$ cat src/design/geodetic_to_ecef_assert.svh
// Assertion macros used by the geodetic to ECEF top level.
`ifndef GEODETIC_TO_ECEF_ASSERT_SVH
`define GEODETIC_TO_ECEF_ASSERT_SVH

// Same-cycle implication, held off while reset is asserted.
`define G2E_ASSERT_IMPLY(lbl, clk, rst_n, ante, cons) \
    lbl: assert property (@(posedge clk) disable iff (!(rst_n)) (ante) |-> (cons)) \
        else $error("geodetic_to_ecef: implication check failed");

// Next-cycle implication, held off while reset is asserted.
`define G2E_ASSERT_NEXT(lbl, clk, rst_n, ante, cons) \
    lbl: assert property (@(posedge clk) disable iff (!(rst_n)) (ante) |=> (cons)) \
        else $error("geodetic_to_ecef: next-cycle check failed");

// Next-cycle implication that is also checked across reset.
`define G2E_ASSERT_AFTER(lbl, clk, ante, cons) \
    lbl: assert property (@(posedge clk) (ante) |=> (cons)) \
        else $error("geodetic_to_ecef: reset check failed");

`endif

$ cat src/design/g2e_delay.sv
// Enabled shift register that aligns a value with the rest of the pipeline.
module g2e_delay #(
    parameter int W = 64,
    parameter int N = 1
) (
    input  logic         i_clk,
    input  logic         i_en,
    input  logic [W-1:0] i_d,
    output logic [W-1:0] o_q
);

    logic [W-1:0] r_pipe [N];

    // Each stage takes the one before it when the pipeline advances.
    always_ff @(posedge i_clk) begin
        if (i_en) begin
            r_pipe[0] <= i_d;
            for (int i = 1; i < N; i++) begin
                r_pipe[i] <= r_pipe[i-1];
            end
        end
    end

    assign o_q = r_pipe[N-1];

endmodule

$ cat config.mk
export PLATFORM = sky130hd
export DESIGN_NAME = g2e_delay
export DESIGN_NICKNAME = d
export VERILOG_FILES = /design/src/design/geodetic_to_ecef_assert.svh /design/src/design/g2e_delay.sv
export SDC_FILE = /design/constraint.sdc
export NUM_CORES = 1
export LEC_CHECK = 0
export BUFFER_PORTS_ARGS = -buffer_cell sky130_fd_sc_hd__buf_2
export CAP_MARGIN = 10
export CORE_MARGIN = 5
export CORE_UTILIZATION = 43
export DETAILED_ROUTE_END_ITERATION = 7
export GPL_ROUTABILITY_DRIVEN = 0
export HOLD_SLACK_MARGIN = 0.05
export PLACE_DENSITY_LB_ADDON = 0.12
export REMOVE_ABC_BUFFERS = 1
export SYNTH_ARGS = -nofsm -noshare
export SYNTH_HDL_FRONTEND = slang
export SYNTH_SLANG_ARGS = --single-unit
$ cat constraint.sdc
create_clock -name i_clk -period 0.9 [get_ports i_clk]
set_input_delay 0.18 -clock i_clk [delete_from_list [all_inputs] [get_ports i_clk]]
set_output_delay 0.18 -clock i_clk [all_outputs]
set_load 0.05 [all_outputs]
# Yosys cells after proc, flatten, opt, wreduce, memory -nomap -nowiden
# Memory sizes are Yosys's and may differ from the RTL's.
# Cells that the tools add are included.
word_totals:
  inputBits: 66
  n_memories: 1
  latchBits: 0
  output_inout_bits: 64
  ramBits: 64
  elab_cells: 3
  rom_bits: 0
  register_bits: 0
memory_table:
  columns: ["memory", "words", "width", "read_ports", "rd_clocked_by_memory_dff", "wr", "line", "text"]
  rows:
  - ["r_pipe", 1, 64, 1, 0, 1, "g2e_delay.sv:12", "logic [W-1:0] r_pipe [N];"]
classes:
  div: 0
  n_mul: 0
  shift: 0
  n_eq_ne: 0
  n_addsub: 0
  magnitude_cmp: 0
  n_mux: 2
  reduce_logical: 0
  bitwise_logic: 0
op_table:
  columns: ["op", "count"]
  rows:
  - ["1-bit two-way mux", 2]

# Logic depth before layout (Yosys ltp)
# Gate-level depths: netlist (run 1).
logic_depth:
  depth_word: 2
  ltp_mapped: 0
  depth_no_buf: 0

# Worst setup path after synthesis (run 1)
# No wires, ideal clock.
synth_timing:
  path_kind: "reg-to-output"
  start: "memory r_pipe[0][0]"
  end: "output port o_q[0]"
  slack_ps: 119
  arrival_ps: 601
  n_path_buf: 0
  t_required_ps: 720
  path_stages_with_launch: 1
  cell_sequence: "edfxtp_1"
synth_via:
  elab_chain_len: 1
synth_lines:
  columns: ["item", "line", "text"]
  rows:
  - ["from (decl)", "g2e_delay.sv:12", null]
  - ["memory read 1 x 64 bit", null, null]
  - ["to (decl)", "g2e_delay.sv:9", "output logic [W-1:0] o_q"]
# No other way between the ends.

# Worst setup path after layout (run 1)
layout_timing:
  start: "memory r_pipe[0][27]"
  end: "output port o_q[27]"
# The elaborated chain is that of the path after synthesis.

==> metrics.cfg, run 1 <==
[critical_path]
cp.arrival_ps=920
cp_top_family=flip-flops
cp-end-kind=output pin
critPathLaunchType=flop
crit_path_top_delay_cell=edfxtp_1
cp_cell_sequence=buf_6
cp.required_ps=720
path_class=reg2out
crit_fanout=1
cpPeakStageDelay_ps=420
path_buf_inv=1

[synth]
ys_types=1
ys_warn_count=0
ys_ff_latch=64
avgSynthCellArea_um2=30.0
netlist_top_cells_area=edfxtp_1 (100%)
synth_cells=64
yosysSeqAreaShare_pct=100
syn_area_mm2=0.00192
synth_top_area_share_pct=100
yosys.area.top_type=edfxtp_1

[pwr]
power.density_mw_per_mm2=1970
leakagePower_nw=1.65
vdd_ir_drop_max_mv=1.34
p_total_w=0.00768

[cells_and_area]
syn_to_final_growth_pct=103
multi_input_comb_area_um2=0
reg_top3=r_pipe x64
drive_gt1_share_pct=52.0
multi_input_cells=0
diodes=0
layout_common_cells=buf_2 (65), dlygate4sd3_1 (64), buf_6 (64), edfxtp_1 (64), clkbuf_8 (9)
final_common_cell=buf_2
top_register=r_pipe
nets=336
largest_reg_flops=64

[routing]
firstDrtPassIters=2
vias_per_cell=4.34
drcViolationCount=0
postRouteAntennaNets=0
first_iter_violations=61
num_vias=1419
avgRoutedWirePerCell_um=17.6
wl_mm=5.74

[grt]
grt_overflow=0
grt_pass1_vias=1696
grt_max_degree=34
grt_use_total_pct=20.4
antenna_found_initial=0
grt_pass1_wl_mm=8.87

[sta]
rsz0062_at_grt=true
finalSetupViolations=64
min_period_ps=1100
slew_violations=0
worstMarginPinSlew_ps=177
hold_viol=0
max_freq_mhz=908
period_share_pct=122
setup_ws_ps=-201
finalSetupTns_ps=-10280
relSlewSlack_pct=88.2

[die]
ios=130
rows=24
die_area_mm2=0.00591
fp.coreArea_mm2=0.00435
die_y_um=76.9
die_w_um=76.9
initial_utilization_pct=44.1

[clock_tree]
h-tree-depth=3
cts_buffer_depth=2
post_cts_buffers=0
cts_sinks=64
root_buffer=clkbuf_8
cts.clk_slew.worst_paths_ps=60
cts_buffers=9
cts_tree=done

[place]
io_buffers=129

[run]
drv_cap=0

[worst_hold_path]
hold_path.class=in2reg

[outcome]
status=finished, violations left
failed_checks=setup timing

kinds of logic (layout without fill, tap and decap cells):
family,Yosys count,count (layout),synth area share (%)
flops,64,64,100
buf+inv,0,211,0
what timing repair did:
action                                  4_1_cts  5_1_grt
hold endpoints to repair                     64        0
gates resized for setup                     128        0
hold buffers                                 64        0
endpoints found under the setup margin       64       64
per-layer routing:
layer	routed length (um)	GRT usage (%)
met3	530	8.20
met4	102	9.27
met1	1790	18.3
met5	0	0
met2	3320	38.6
worst paths after layout:
| kind | from | end | slack (ps) | depth (start not counted) |
|---|---|---|---|---|
| max | r_pipe[0][27] | o_q[27] | -200 | 1 |
| min | i_en | r_pipe[0][10] | 350 | 2 |
report_power, final:
part	total, W	internal (W)	switching, W
sequential	0.00367	0.00355	0.000118
combinational	0.00176	0.000715	0.00105
clock	0.00225	0.00125	0.000995
total	0.00768	0.00552	0.00216
Yosys cell counts:
cell type  count
edfxtp_1      64
through the flow:
stage                     setup WS [ps]  instances  util [%]  instance area, um2  hold WS, ps
after floorplan                     119         64         -                1920          279
after global placement             59.9        247      61.4                2670          356
after detailed placement           41.9        247      61.4                2670          358
after CTS                          -206        327      89.4                3890          331
after global routing               -246        327      89.4                3890          334
final                              -201        327      89.4                3890          346
area by class of cell:
cell class            instances  area (um2)
clock buffer                 11         131
clock inverter                5        47.5
tap                          52        65.1
timing repair buffer        195        1730
sequential                   64        1920
fill                        168         462
Note: power is estimated with default switching activity, not from simulation.
==> run 2: changes to the inputs <==
--- a/config.mk
+++ b/config.mk
@@ -5,6 +5,7 @@
 export SDC_FILE = /design/constraint.sdc
 export NUM_CORES = 1
 export LEC_CHECK = 0
+export ABC_AREA = 1
 export BUFFER_PORTS_ARGS = -buffer_cell sky130_fd_sc_hd__buf_2
 export CAP_MARGIN = 10
 export CORE_MARGIN = 5
@@ -12,7 +13,7 @@
 export DETAILED_ROUTE_END_ITERATION = 7
 export GPL_ROUTABILITY_DRIVEN = 0
 export HOLD_SLACK_MARGIN = 0.05
-export PLACE_DENSITY_LB_ADDON = 0.12
+export PLACE_DENSITY = 0.82
 export REMOVE_ABC_BUFFERS = 1
 export SYNTH_ARGS = -nofsm -noshare
 export SYNTH_HDL_FRONTEND = slang
==> run 2 against run 1 <==
  * The run still ends with setup timing left
  * Clock power down 13%
  * Flip-flop and latch count did not move
  * Non-clock buffer count did not move
  * Combinational power barely moved
  * Core utilization shrank 0.75 points
  * Critical path type unchanged
==> metrics.cfg, run 2 (synthesis results as in run 1) <==
[sta]
max_freq_mhz=909
finalSetupViolations=64
worstMarginPinSlew_ps=206
period_share_pct=122
finalSetupTns_ps=-10440
rsz0062_at_grt=true
setup_ws_ps=-201
slew_violations=0
hold_slack_ps=349
relSlewSlack_pct=86.3
min_period_ps=1100
hold_viol=0

[cells_and_area]
layout_common_cells=buf_2 (65), dlygate4sd3_1 (64), buf_6 (64), edfxtp_1 (64), clkbuf_8 (9)
drive_gt1_share_pct=51.6
final_common_cell=buf_2
nets=336
multi_input_comb_area_um2=0
nFillCells=168
finalInstanceArea_mm2=0.00386
reg_top3=r_pipe x64
regArea_mm2=0.00192
top_register=r_pipe
syn_to_final_growth_pct=101
largest_reg_flops=64
multi_input_cells=0

[worst_hold_path]
hold_path.class=in2reg

[grt]
grt_pass1_wl_mm=9.19
grt_max_degree=38
grt_pass1_vias=1692
antenna_found_initial=1
grt_overflow=0
grt_use_total_pct=20.9

[critical_path]
cp_cell_sequence=buf_6
critPathLaunchType=flop
cpPeakStageDelay_ps=420
cp.required_ps=720
cp-end-kind=output pin
cp.arrival_ps=920
crit_fanout=1
crit_path_top_delay_cell=edfxtp_1
cp_top_family=flip-flops
path_buf_inv=1
path_class=reg2out

[die]
initial_utilization_pct=44.1
die_w_um=76.9
ios=130
rows=24
fp.coreArea_mm2=0.00435
die_area_mm2=0.00591
die_y_um=76.9

[clock_tree]
cts_sinks=64
h-tree-depth=3
root_buffer=clkbuf_8
post_cts_buffers=0
cts_tree=done
cts_buffers=9
cts.clk_slew.worst_paths_ps=70
cts_buffer_depth=2

[routing]
first_iter_violations=56
wl_mm=6.17
num_vias=1481
vias_per_cell=4.54
top_layer=met4
firstDrtPassIters=4
postRouteAntennaNets=0
wl_met3_um=518
drcViolationCount=0
avgRoutedWirePerCell_um=18.9
dr_wl_met2_mm=3.33
wl_met1_mm=2.22

[outcome]
status=finished, violations left
failed_checks=setup timing

[pwr]
power.density_mw_per_mm2=1920
p_total_w=0.00739
leakagePower_nw=1.63
vdd_ir_drop_max_mv=1.14

[place]
io_buffers=129
placed_area_mm2=0.00267
dp_slack_ps=28.5

[run]
drv_cap=0

==> run 2: cell count changes in the layout (fill, tap and decap cells not counted), sizes merged <==
cell	delta
bufinv	-1
clkbuf	+1
clkinv	-2
diode	+1
==> run 2: power breakdown <==
part	internal, W	switching (W)	leakage (nW)	total [W]
sequential	0.00355	0.000123	0.626	0.00367
combinational	0.000715	0.00106	0.929	0.00177
clock	0.000959	0.000989	0.0737	0.00195
total	0.00523	0.00217	1.63	0.00739
==> run 2: worst paths after layout <==
check | from | slack, ps | endpoint | cells after the start
setup / recovery | r_pipe[0][22] | -200 | o_q[22] | 1
hold / removal | i_en | 350 | r_pipe[0][10] | 2
==> run 2: layout make-up <==
cell class	instances	area share, %
timing repair buffer	195	44.7
antenna	1	0.0648
clock inverter	2	0.227
tap	52	1.69
sequential	64	49.8
clock buffer	12	3.50
==> run 2: what timing repair did <==
action / in CTS / in global routing
pin swaps: 0 / 0
endpoints found under the hold margin: 64 / 0
resized for setup: 128 / 0
setup endpoints to repair: 64 / 64
hold buffers: 64 / 0
==> run 2: stage by stage <==
step | utilization, % | cells
6_report | 88.6 | 326
5_1_grt | 88.6 | 326
3_5_place_dp | 61.4 | 247
4_1_cts | 88.6 | 325
2_1_floorplan | - | 64
3_3_place_gp | 61.4 | 247
==> run 2: metal layers <==
layer  vias up  track usage (%)
met2        89             37.3
met5         -                0
li1        673                -
met3        10             8.31
met4         0             8.04
met1       709             21.9
